### src/hdl/gsht_pkg.sv
`timescale 1ns / 1ps
// ----------------------------------------------------------------------------
// gsht_pkg
// Shared types and constants for the generational slot handle table.
// ----------------------------------------------------------------------------
package gsht_pkg;

  localparam int OP_W     = 3;
  localparam int NUM_W    = 9;
  localparam int HGEN_W   = 16;
  localparam int OTYPE_W  = 8;
  localparam int STATUS_W = 2;
  localparam int IN_W     = 40;
  localparam int OUT_W    = 40;
  localparam int CFG_W    = 8;

  typedef enum logic [OP_W-1:0] {
    OP_ALLOC     = 3'd0,
    OP_ALLOC_AT  = 3'd1,
    OP_FREE      = 3'd2,
    OP_RESOLVE   = 3'd3,
    OP_LOOKUP    = 3'd4,
    OP_CLEAR_GEN = 3'd5
  } op_t;

  typedef enum logic [STATUS_W-1:0] {
    ST_OK    = 2'd0,
    ST_FULL  = 2'd1,
    ST_MISS  = 2'd2,
    ST_RANGE = 2'd3
  } status_t;

  localparam logic CFG_STATIC_COUNT = 1'b0;
  localparam logic CFG_RESERVED     = 1'b1;

endpackage

### src/hdl/generational_slot_handle_table.sv
`timescale 1ns / 1ps
// The input beat is registered and executed in S_EXEC, and its result beat is
// registered; no new beat is taken until the item leaves S_EXEC. The entry's
// generation and type are read from slot RAM at accept; ALLOC/FREE write back.
// Reset: synchronous; clears valid and generation-live bits, config registers and
// the output beat. No clearing pass: a slot whose live bit is off reads gen 0.
// ----------------------------------------------------------------------------
// generational_slot_handle_table
// Handle table with static ids and generation-counted dynamic slots.
// ----------------------------------------------------------------------------
module generational_slot_handle_table #(
  parameter int DYNAMIC_SLOTS = 64,
  parameter int GEN_BITS      = 16,
  parameter int TYPE_BITS     = 8
) (
  input  logic                        clk,
  input  logic                        rst,
  input  logic                        s_tvalid,
  output logic                        s_tready,
  // op[2:0], slot_number[11:3], handle_gen[27:12], object_type[35:28], zeros
  input  logic [gsht_pkg::IN_W-1:0]   s_tdata,
  output logic                        m_tvalid,
  input  logic                        m_tready,
  // status[1:0], out_slot_id[10:2], out_gen[26:11], out_type[34:27],
  // out_is_static[35], zeros
  output logic [gsht_pkg::OUT_W-1:0]  m_tdata,
  input  logic                        cfg_we,
  input  logic                        cfg_index,
  input  logic [gsht_pkg::CFG_W-1:0]  cfg_data
);
  import gsht_pkg::*;

  localparam int SLOT_W  = $clog2(DYNAMIC_SLOTS);
  localparam int ENTRY_W = GEN_BITS + TYPE_BITS;
  localparam int CMP_W   = (GEN_BITS > HGEN_W) ? GEN_BITS : HGEN_W;

  typedef enum logic {S_IDLE, S_EXEC} state_t;

  state_t state;

  logic [7:0] static_count;
  logic [6:0] reserved_slots;

  logic [DYNAMIC_SLOTS-1:0] slot_valid;
  logic [DYNAMIC_SLOTS-1:0] gen_live;

  // Input beat fields
  op_t                 in_op;
  logic [NUM_W-1:0]    in_num;
  logic [HGEN_W-1:0]   in_hgen;
  logic [OTYPE_W-1:0]  in_type;

  // Decode done at accept
  logic                free_found;
  logic [SLOT_W-1:0]   free_slot;
  logic [NUM_W-1:0]    num_diff;
  logic [SLOT_W-1:0]   slot_next;
  logic                range_next;
  logic                static_next;
  logic                below_res_next;

  // Item held for the execute state
  op_t                 op_q;
  logic [NUM_W-1:0]    num_q;
  logic [HGEN_W-1:0]   hgen_q;
  logic [TYPE_BITS-1:0] type_q;
  logic [SLOT_W-1:0]   slot_q;
  logic                range_q;
  logic                static_q;
  logic                below_res_q;
  logic                full_q;

  // RAM
  logic                ram_we;
  logic [SLOT_W-1:0]   ram_raddr;
  logic [ENTRY_W-1:0]  ram_wdata;
  logic [ENTRY_W-1:0]  ram_rdata;

  logic [GEN_BITS-1:0]  gen_rd;
  logic [TYPE_BITS-1:0] type_rd;
  logic [GEN_BITS-1:0]  gen_inc;
  logic [NUM_W-1:0]     global_id;

  // Result
  status_t             res_status;
  logic [NUM_W-1:0]    res_id;
  logic [GEN_BITS-1:0] res_gen;
  logic [TYPE_BITS-1:0] res_type;
  logic                res_static;
  logic                set_valid;
  logic                clr_valid;
  logic                out_free;
  logic                accept;

  assign in_op   = op_t'(s_tdata[2:0]);
  assign in_num  = s_tdata[11:3];
  assign in_hgen = s_tdata[27:12];
  assign in_type = s_tdata[35:28];

  assign s_tready = (state == S_IDLE);
  assign accept   = s_tvalid && s_tready;
  assign out_free = !m_tvalid || m_tready;

  // Lowest free slot at or above the reserved count
  always_comb begin
    free_found = 1'b0;
    free_slot  = '0;
    for (int i = DYNAMIC_SLOTS - 1; i >= 0; i--) begin
      if (!slot_valid[i] && (i >= int'(reserved_slots))) begin
        free_found = 1'b1;
        free_slot  = SLOT_W'(i);
      end
    end
  end

  always_comb begin
    num_diff       = in_num - NUM_W'(static_count);
    static_next    = in_num < NUM_W'(static_count);
    below_res_next = 32'(in_num) < 32'(reserved_slots);
    range_next     = 1'b0;
    slot_next      = '0;
    case (in_op)
      OP_ALLOC: begin
        slot_next = free_slot;
      end
      OP_ALLOC_AT, OP_LOOKUP: begin
        slot_next  = SLOT_W'(in_num);
        range_next = 32'(in_num) >= DYNAMIC_SLOTS;
      end
      OP_FREE, OP_RESOLVE: begin
        slot_next  = SLOT_W'(num_diff);
        range_next = 32'(num_diff) >= DYNAMIC_SLOTS;
      end
      default: begin
        slot_next = '0;
      end
    endcase
  end

  assign ram_raddr = (state == S_IDLE) ? slot_next : slot_q;

  gsht_ram #(
    .WIDTH (ENTRY_W),
    .DEPTH (DYNAMIC_SLOTS)
  ) u_slot_ram (
    .clk   (clk),
    .we    (ram_we),
    .waddr (slot_q),
    .wdata (ram_wdata),
    .raddr (ram_raddr),
    .rdata (ram_rdata)
  );

  // A slot whose live bit is off reads as generation zero, whatever the RAM holds
  assign gen_rd    = gen_live[slot_q] ? ram_rdata[ENTRY_W-1:TYPE_BITS] : '0;
  assign type_rd   = ram_rdata[TYPE_BITS-1:0];
  assign gen_inc   = gen_rd + GEN_BITS'(1);
  assign global_id = NUM_W'(static_count) + NUM_W'(slot_q);

  always_comb begin
    res_status = ST_MISS;
    res_id     = '0;
    res_gen    = '0;
    res_type   = '0;
    res_static = 1'b0;
    set_valid  = 1'b0;
    clr_valid  = 1'b0;
    ram_wdata  = {gen_rd, type_q};
    case (op_q)
      OP_ALLOC, OP_ALLOC_AT: begin
        if ((op_q == OP_ALLOC) && full_q) begin
          res_status = ST_FULL;
        end else if ((op_q == OP_ALLOC_AT) && range_q) begin
          res_status = ST_RANGE;
        end else begin
          res_status = ST_OK;
          res_id     = global_id;
          res_gen    = gen_rd;
          res_type   = type_q;
          set_valid  = 1'b1;
        end
      end
      OP_FREE: begin
        ram_wdata = {gen_inc, type_rd};
        if (static_q || range_q) begin
          res_status = ST_RANGE;
        end else if (slot_valid[slot_q]) begin
          res_status = ST_OK;
          res_id     = num_q;
          res_gen    = gen_inc;
          clr_valid  = 1'b1;
        end
      end
      OP_RESOLVE: begin
        if (static_q) begin
          if (hgen_q == '0) begin
            res_status = ST_OK;
            res_id     = num_q;
            res_static = 1'b1;
          end
        end else if (range_q) begin
          res_status = ST_RANGE;
        end else if (slot_valid[slot_q] && (CMP_W'(gen_rd) == CMP_W'(hgen_q))) begin
          res_status = ST_OK;
          res_id     = num_q;
          res_gen    = gen_rd;
          res_type   = type_rd;
        end
      end
      OP_LOOKUP: begin
        if (!below_res_q) begin
          res_status = ST_MISS;
        end else if (range_q) begin
          res_status = ST_RANGE;
        end else if (slot_valid[slot_q] && (type_rd == type_q)) begin
          res_status = ST_OK;
          res_id     = global_id;
          res_gen    = gen_rd;
          res_type   = type_rd;
        end
      end
      OP_CLEAR_GEN: begin
        res_status = ST_OK;
      end
      default: begin
        res_status = ST_MISS;
      end
    endcase
  end

  assign ram_we = (state == S_EXEC) && out_free && (set_valid || clr_valid);

  always_ff @(posedge clk) begin
    if (rst) begin
      state          <= S_IDLE;
      m_tvalid       <= 1'b0;
      static_count   <= '0;
      reserved_slots <= '0;
      slot_valid     <= '0;
      gen_live       <= '0;
    end else begin
      if (cfg_we) begin
        case (cfg_index)
          CFG_STATIC_COUNT: static_count   <= cfg_data;
          CFG_RESERVED:     reserved_slots <= cfg_data[6:0];
          default:          static_count   <= static_count;
        endcase
      end
      // In S_EXEC a departing beat is replaced by the next one below
      if (m_tvalid && m_tready && (state != S_EXEC)) begin
        m_tvalid <= 1'b0;
      end
      case (state)
        S_IDLE: begin
          if (accept) begin
            state       <= S_EXEC;
            op_q        <= in_op;
            num_q       <= in_num;
            hgen_q      <= in_hgen;
            type_q      <= TYPE_BITS'(in_type);
            slot_q      <= slot_next;
            range_q     <= range_next;
            static_q    <= static_next;
            below_res_q <= below_res_next;
            full_q      <= !free_found;
          end
        end
        S_EXEC: begin
          // Hold the item until the output register can take its beat
          if (out_free) begin
            state    <= S_IDLE;
            m_tvalid <= 1'b1;
            m_tdata  <= {4'b0, res_static, OTYPE_W'(res_type), HGEN_W'(res_gen),
                         res_id, res_status};
            if (set_valid) begin
              slot_valid[slot_q] <= 1'b1;
              gen_live[slot_q]   <= 1'b1;
            end
            if (clr_valid) begin
              slot_valid[slot_q] <= 1'b0;
              gen_live[slot_q]   <= 1'b1;
            end
            if (op_q == OP_CLEAR_GEN) begin
              gen_live <= '0;
            end
          end
        end
        default: begin
          state <= S_IDLE;
        end
      endcase
    end
  end

endmodule

### src/hdl/gsht_ram.sv
`timescale 1ns / 1ps
// ----------------------------------------------------------------------------
// gsht_ram
// Simple dual-port RAM: one write port, one read port with registered data.
// ----------------------------------------------------------------------------
module gsht_ram #(
  parameter int WIDTH = 24,
  parameter int DEPTH = 64
) (
  input  logic                     clk,
  input  logic                     we,
  input  logic [$clog2(DEPTH)-1:0] waddr,
  input  logic [WIDTH-1:0]         wdata,
  input  logic [$clog2(DEPTH)-1:0] raddr,
  output logic [WIDTH-1:0]         rdata
);

  logic [WIDTH-1:0] mem [DEPTH];

  always_ff @(posedge clk) begin
    if (we) begin
      mem[waddr] <= wdata;
    end
    rdata <= mem[raddr];
  end

endmodule

### config.mk
export PLATFORM = sky130hd
export DESIGN_NAME = generational_slot_handle_table
export DESIGN_NICKNAME = d
export VERILOG_FILES = /design/src/hdl/gsht_pkg.sv /design/src/hdl/generational_slot_handle_table.sv /design/src/hdl/gsht_ram.sv
export SDC_FILE = /design/constraint.sdc
export NUM_CORES = 2
export LEC_CHECK = 0
export ABC_CLOCK_PERIOD_IN_PS = 9500
export BUFFER_PORTS_ARGS = -buffer_cell sky130_fd_sc_hd__clkbuf_2
export CELL_PAD_IN_SITES_DETAIL_PLACEMENT = 0
export CELL_PAD_IN_SITES_GLOBAL_PLACEMENT = 1
export CORE_UTILIZATION = 30
export CTS_CLUSTER_DIAMETER = 120
export DETAILED_ROUTE_END_ITERATION = 12
export PLACE_DENSITY = 0.59
export SYNTH_ARGS = -nofsm -noshare
export SYNTH_HDL_FRONTEND = slang
export SYNTH_HIERARCHICAL = 1
export SYNTH_SLANG_ARGS = --single-unit
### constraint.sdc
create_clock -name clk -period 9.5 [get_ports clk]
set_input_delay 0.95 -clock clk [delete_from_list [all_inputs] [get_ports clk]]
set_output_delay 0.95 -clock clk [all_outputs]
set_load 0.1 [all_outputs]
Word-level counts from Yosys, hierarchy flattened
Memories as Yosys holds them, arrays and structs flattened. A register that Yosys moved wholly into a read port is not among the register bits.
Index checks and enable logic that the tools add are counted.

operators by class
  $add $sub $neg = 3
  multipliers = 0
  divide/modulo/power cells = 0
  order comparisons = 70
  equality and inequality tests = 11
  shift-type cells = 0
  multiplexer cells = 209
  bitwise logic cells = 8
  reduce and logical (&&, ||, !) cells = 155

operators by type and width
  kind                                                  number
  2-to-1 mux 64 bit                                     11
  2-to-1 mux 6 bit                                      65
  >= comparator 6 x 7 -> 1 bit (first input constant)   32
  OR 64 bit                                             3
  2-to-1 mux 16 bit                                     11
  >= comparator 5 x 7 -> 1 bit (first input constant)   16
  2-to-1 mux 9 bit                                      11
  2-to-1 mux 1 bit                                      81
  logical AND 1 bit                                     74
  logical NOT 1 bit                                     66
  bitwise AND 64 bit                                    1
  2-to-1 mux 8 bit                                      8
  inverter 64 bit                                       1
  case mux 16 bit (4 select lines)                      1
  >= comparator 4 x 7 -> 1 bit (first input constant)   8
  case mux 9 bit (4 select lines)                       1
  >= comparator 3 x 7 -> 1 bit (first input constant)   4
  2-to-1 mux 24 bit                                     1
  case mux 8 bit (3 select lines)                       1
  2-to-1 mux 2 bit                                      11
  >= comparator 9 x 7 -> 1 bit (second input constant)  2
  case mux 6 bit (3 select lines)                       1
  adder 16 x 1 -> 16 bit (second input constant)        1
  equality test 16 bit                                  1
  other kinds (23)                                      44

word-level totals
  bits in registers = 227
  bits in latches = 0
  bits in writable memories = 1536
  ROM bits = 0
  input bits = 54
  output and inout port bits = 42
  word-level logic and storage cells = 474
  memories = 1

memories
  memory          words  width  read ports  clocked after memory_dff  wr ports  RTL line        source
  u_slot_ram.mem  64     24     1           1                         1         gsht_ram.sv:18  logic [WIDTH-1:0] mem [DEPTH];

Logic depth before layout (Yosys ltp)
  depth after elaboration = 68
  gate-level depth with buffers = 22
  depth with buffers taken out = 17

By module
The synthesis kept the hierarchy.

modules (own cells, without submodules)
  module                          instances  cells each  area each (µm²)
  gsht_ram                        1          2611        59330.7
  generational_slot_handle_table  1          1616        13852.0

Worst setup path before layout
No wires, ideal clock.

  path type = flip-flop to flip-flop
  from = register slot_q[0]
  to = memory u_slot_ram.mem[0][18] (data pin)
  library setup time = 549 ps
  data arrival time = 5722 ps
  required time = 8951 ps
  setup slack = 3230 ps
  stages on the path, launching flop included = 18
  cells stage by stage = edfxtp_1 buf_2 or2_2 clkbuf_1 nor2_2 a22oi_1 o211ai_1 or3_1 buf_2 and2_1 clkbuf_1 ha_1 nand3_1 or2_2 or2_2 or2_2 or3_1 a21oi_1

on the way
  longest elaborated chain between the ends = 5

RTL lines
  what                                      RTL line                               source
  from (decl)                               generational_slot_handle_table.sv:67   logic [SLOT_W-1:0] slot_q;
  from (signal assigned)                    generational_slot_handle_table.sv:261  slot_q <= slot_next;
  binary-select mux 1 bit (select 6 bit) *  generational_slot_handle_table.sv:155  assign gen_rd = gen_live[slot_q] ? ram_rdata[ENTRY_W-1:TYPE_BITS] : '0;
  2-to-1 mux 1 bit (implied by the code) *  generational_slot_handle_table.sv:155
  2-to-1 mux 16 bit *                       generational_slot_handle_table.sv:155
  adder 16 x 1 -> 16 bit                    generational_slot_handle_table.sv:157  assign gen_inc = gen_rd + GEN_BITS'(1);
  2-to-1 mux 24 bit *                       generational_slot_handle_table.sv:169  case (op_q)
  named net ram_wdata[18]                   generational_slot_handle_table.sv:76   logic [ENTRY_W-1:0] ram_wdata;
  to (decl)                                 gsht_ram.sv:18

The timed path passes the listed nets; every way through them passes the cells marked *. The select of a mux whose other input is x is not followed.

Worst setup path in the final report
  from = register slot_q[2]
  to = memory u_slot_ram.mem[39][22] (data pin)

The elaborated chain is that of the path after synthesis.

==> results.md <==
STA:
- Between clock sinks in the finished design, the worst skew comes to 0.05511 ns.
- In the finished design, the share of the clock period the worst path needs comes to 72.95%.
- The worst-margin pin slew is 1.164 ns.
- The final hold slack is 0.3114 ns.
- Setup repair after global routing left no endpoint under its margin.
- The worst pin sits at a relative slew slack of 22.21%.
- The summed negative setup slack over all endpoints is 0 ns.
- The final count of hold timing violations is 0.
- The final count of pins violating max slew is 0.
- The maximum clock frequency is 144.3 MHz.
- The final critical delay including setup and external delays is 6.930 ns.
- The setup violation total in the final timing report is 0.
- The worst path setup slack after routing is 2.570 ns.

Drt:
- The number of remaining DRC errors is 0.
- In the routed layout, each cell is associated on average with a via count of 5.317.
- The wire length after detailed routing is 214400 um.
- The post-detailed-route count of antenna-violating nets is 0.
- In the final routed layout, each cell accounts on average for 27.71 um.
- For this block, the via count after detailed routing is 41140.
- The detailed router's first-iteration violation count is 4600.
- The first detailed-routing pass took 6 iterations.

Synthesis:
- Sorting the synthesized cells by how often they occur yields edfxtp_1 (1618), mux4_2 (366), nor2_1 (271).
- The cell accounting for the most synthesized area is edfxtp_1.
- In the synthesized netlist the async set-or-reset flop fraction comes to 0%.
- The share of the synthesized area in the top cell type is 66.39%.
- edfxtp_1 is the most common cell in the netlist.
- In this run the cell area of the synthesized design comes to 73180 um^2.
- The flip-flop and latch count after synthesis is 1787.
- The share of the Yosys chip area taken by registers is 71.01%.
- The commonest register cell after synthesis is edfxtp_1.
- The post-synthesis area per instance is 17.31 um^2.
- The synthesized instance count is 4227.
- Counting flops with a built-in enable in the synthesized netlist gives 1618.
- By area the synthesized netlist is led by edfxtp_1 (66%), mux4_2 (11%), dfxtp_1 (4.6%).
- After synthesis, the netlist uses 94 different library cells.
- The count of warnings emitted by yosys is 6.

Floorplanning:
- The row count is 180.
- The core outline area is 241400 um^2.
- 96 I/O pins were placed.
- The width of the chip is 495.9 um.
- The area of the die is 245900 um^2.
- The y dimension of the die is 495.9 um.
- Once the floorplan was initialized, standard cells occupied 30.31% of the core.

Placement:
- The number of placed instances, taps included, is 7383.
- The placed wire-length estimate is 132600 um.
- The placer's final routability congestion estimate is 0.8964.
- In this run the tool buffered the top-level ports with 87 buffer cells.
- OpenSTA, run right after detailed placement, puts the worst setup slack at 2.633 ns.

Critical path:
- The data arrival time of the critical path is 7.43 ns.
- Among all stages on the critical path, the largest delay is contributed by o211ai_1.
- The nature of the critical path endpoint is a flop.
- The largest single stage delay on the critical path is 0.83 ns.
- The path type of the worst setup path is flop to flop.
- The kind of start point of the critical path is a flop.
- The endpoint required time on the critical path is 10.00 ns.
- The signal on the critical path passes through buf_4 -> buf_4 -> mux2i_1 -> a22oi_1 -> a22oi_1 -> o211ai_1 -> or3_1 -> buf_4 -> and2_1 -> ha_1 -> nand3_1 -> or2_2 -> or2_2 -> or2_2 -> nand4bb_1 -> nor3_1 -> xnor2_1 -> nor2_4 -> buf_4.
- The largest fanout on the critical path is 64.
- In this design, the critical path's most frequently occurring cell is buf_4.

Layout:
- The number of non-filler instances in the completed layout is 7737.
- The layout has 22861 filler cells.
- The post-layout net count is 4462.
- The fraction of final layout cells sized beyond drive strength 1 is 23.51%.
- Relative to the synthesized area, the layout overhead comes to 14.88%.

Run:
- The tool flagged a number of max-cap violations equal to 0.

CTS:
- TritonCTS created 185 clock buffers.
- Counting along the longest clock path gives a buffer depth of 3.
- The cts-stage hold buffer count is 0.
- The count of buffers added by post-CTS timing repair for setup is 0.
- TritonCTS built the clock tree.
- The tree is rooted in a clkbuf_16.
- The clock latency on the worst-skew pair is 0.83 ns.
- The number of gates resized after CTS is 0.
- The number of sinks driven by the clock tree is 1787.
- The number of H-tree levels is 4.
- The clock slew at the register clock pins of the worst setup and hold paths is 0.05 ns.

Global route:
- The number of antenna violations at the first check in global routing came to 10.
- For this run, global-route usage on met3 was measured as 3.403%.
- The number of global-route vias before repair is 40079.
- The first global-routing pass estimated 302300 um of wire.
- Entering global routing, the biggest net connects 100 pins.
- The most used routing layer is met2.
- Global routing used 24.11% of the available met1 tracks.
- For met2 alone, demand over resource in global routing was 26.70%.
- The all-layer global routing usage is 17.23%.
- Summed over all layers, the global routing overflow is 0.

Pwr:
- IR analysis of the VDD net gives a maximum drop of 0.1579 mV.
- The completed layout was analyzed and its total power is 18.31 mW.
- The power density over the cells is 217.8 nW/um^2.
- The leakage power is 26.21 nW.

Run status:
- The flow ran to the end, and the final reports show no timing, DRC or antenna violations.

Hold path:
- The worst min-delay path category is input port to flop.
## cell families (layout without fill, tap and decap cells)
| family | after synthesis | in the layout | synth area share [%] |
|---|---|---|---|
| AO/OA/AOI/OAI | 776 | 776 | 7.258 |
| buffers and inverters | 331 | 640 | 2.171 |
| adder cells (fa/ha/maj) | 23 | 23 | 0.4137 |
| AND/OR/NAND/NOR | 712 | 712 | 4.695 |
| XOR/XNOR | 39 | 39 | 0.4667 |
| other | 1 | 17 | 0.005124 |
| flip-flops | 1787 | 1787 | 71.01 |
| multiplexers | 558 | 558 | 13.98 |
## sequential cells by signal, summed over array words and instances (netlist names), 8 cells and up
name              flops
gen_live             64
hgen_q               16
type_q                8
u_slot_ram/rdata     24
slot_valid           64
num_q                 9
u_slot_ram/mem     1536
m_tdata              36
static_count          8
## power breakdown
part           switching (mW)  internal [mW]
Sequential              0.142           8.78
Clock                    3.07           4.13
Combinational            1.46          0.720
Total                    4.68           13.6
## worst max-delay path, delay by kind of cell, from the launching register on
kind / cells / cell delay, ns
AOI/OAI and AO/OA: 3 / 1.18
xor gates and xnor gates: 1 / 0.14
adders and majority gates: 1 / 0.26
buffers and inverters: 4 / 1.85
DFF: 1 / 0.34
muxes: 1 / 0.17
and+or+nand+nor: 9 / 2.52
## metal layers
metal  wire, um  up-vias
li1           -    17558
met5         11        -
met4       7167        2
met1      93330    21896
met2      98690     1404
met3      15180      280
## final timing paths
kind,startpoint,endpoint,slack [ns],cells past startpoint
max,slot_q[2],u_slot_ram/mem[39][22],2.57,19
max reg2reg,slot_q[2],u_slot_ram/mem[39][22],2.57,19
min,s_tdata[32],type_q[4],0.31,1
min reg2reg,gen_live[30],gen_live[30],0.46,2
## placed cells by master, fill, tap and decap left out, types with 56 or more instances in the layout
cell | Yosys | layout
mux4_2 | 366 | 366
o22ai_1 | 56 | 56
a21oi_1 | 181 | 179
buf_4 | 37 | 156
a221oi_1 | 60 | 60
clkbuf_2 | 1 | 86
dfxtp_1 | 169 | 169
nand3_1 | 70 | 70
nor2_2 | 2 | 67
nor2_1 | 271 | 193
o21ai_0 | 81 | 72
clkbuf_16 | 0 | 190
a31oi_1 | 69 | 69
nand2_1 | 144 | 144
edfxtp_1 | 1618 | 1618
mux2i_1 | 141 | 141
## layout make-up
class                   count  area [um^2]  share of cell area, %
diodes                     13        32.53                0.03869
repair buffers            246         1667                  1.982
clock buffers             252         5097                  6.063
flip-flops and latches   1787        51970                  61.82
clock inverters            89        945.9                  1.125
well taps                3185         3985                  4.740
multi-input cells        2112        20180                  24.00
inverters                  53        198.9                 0.2366
## stage by stage
stage	instance area [um^2]	utilization [%]
finish	84070	34.82
detailed placement	78000	32.31
global placement	78000	32.31
floorplan	73190	-
CTS	84040	34.81
global route	84060	34.82
(Power assumes the default switching activity.)
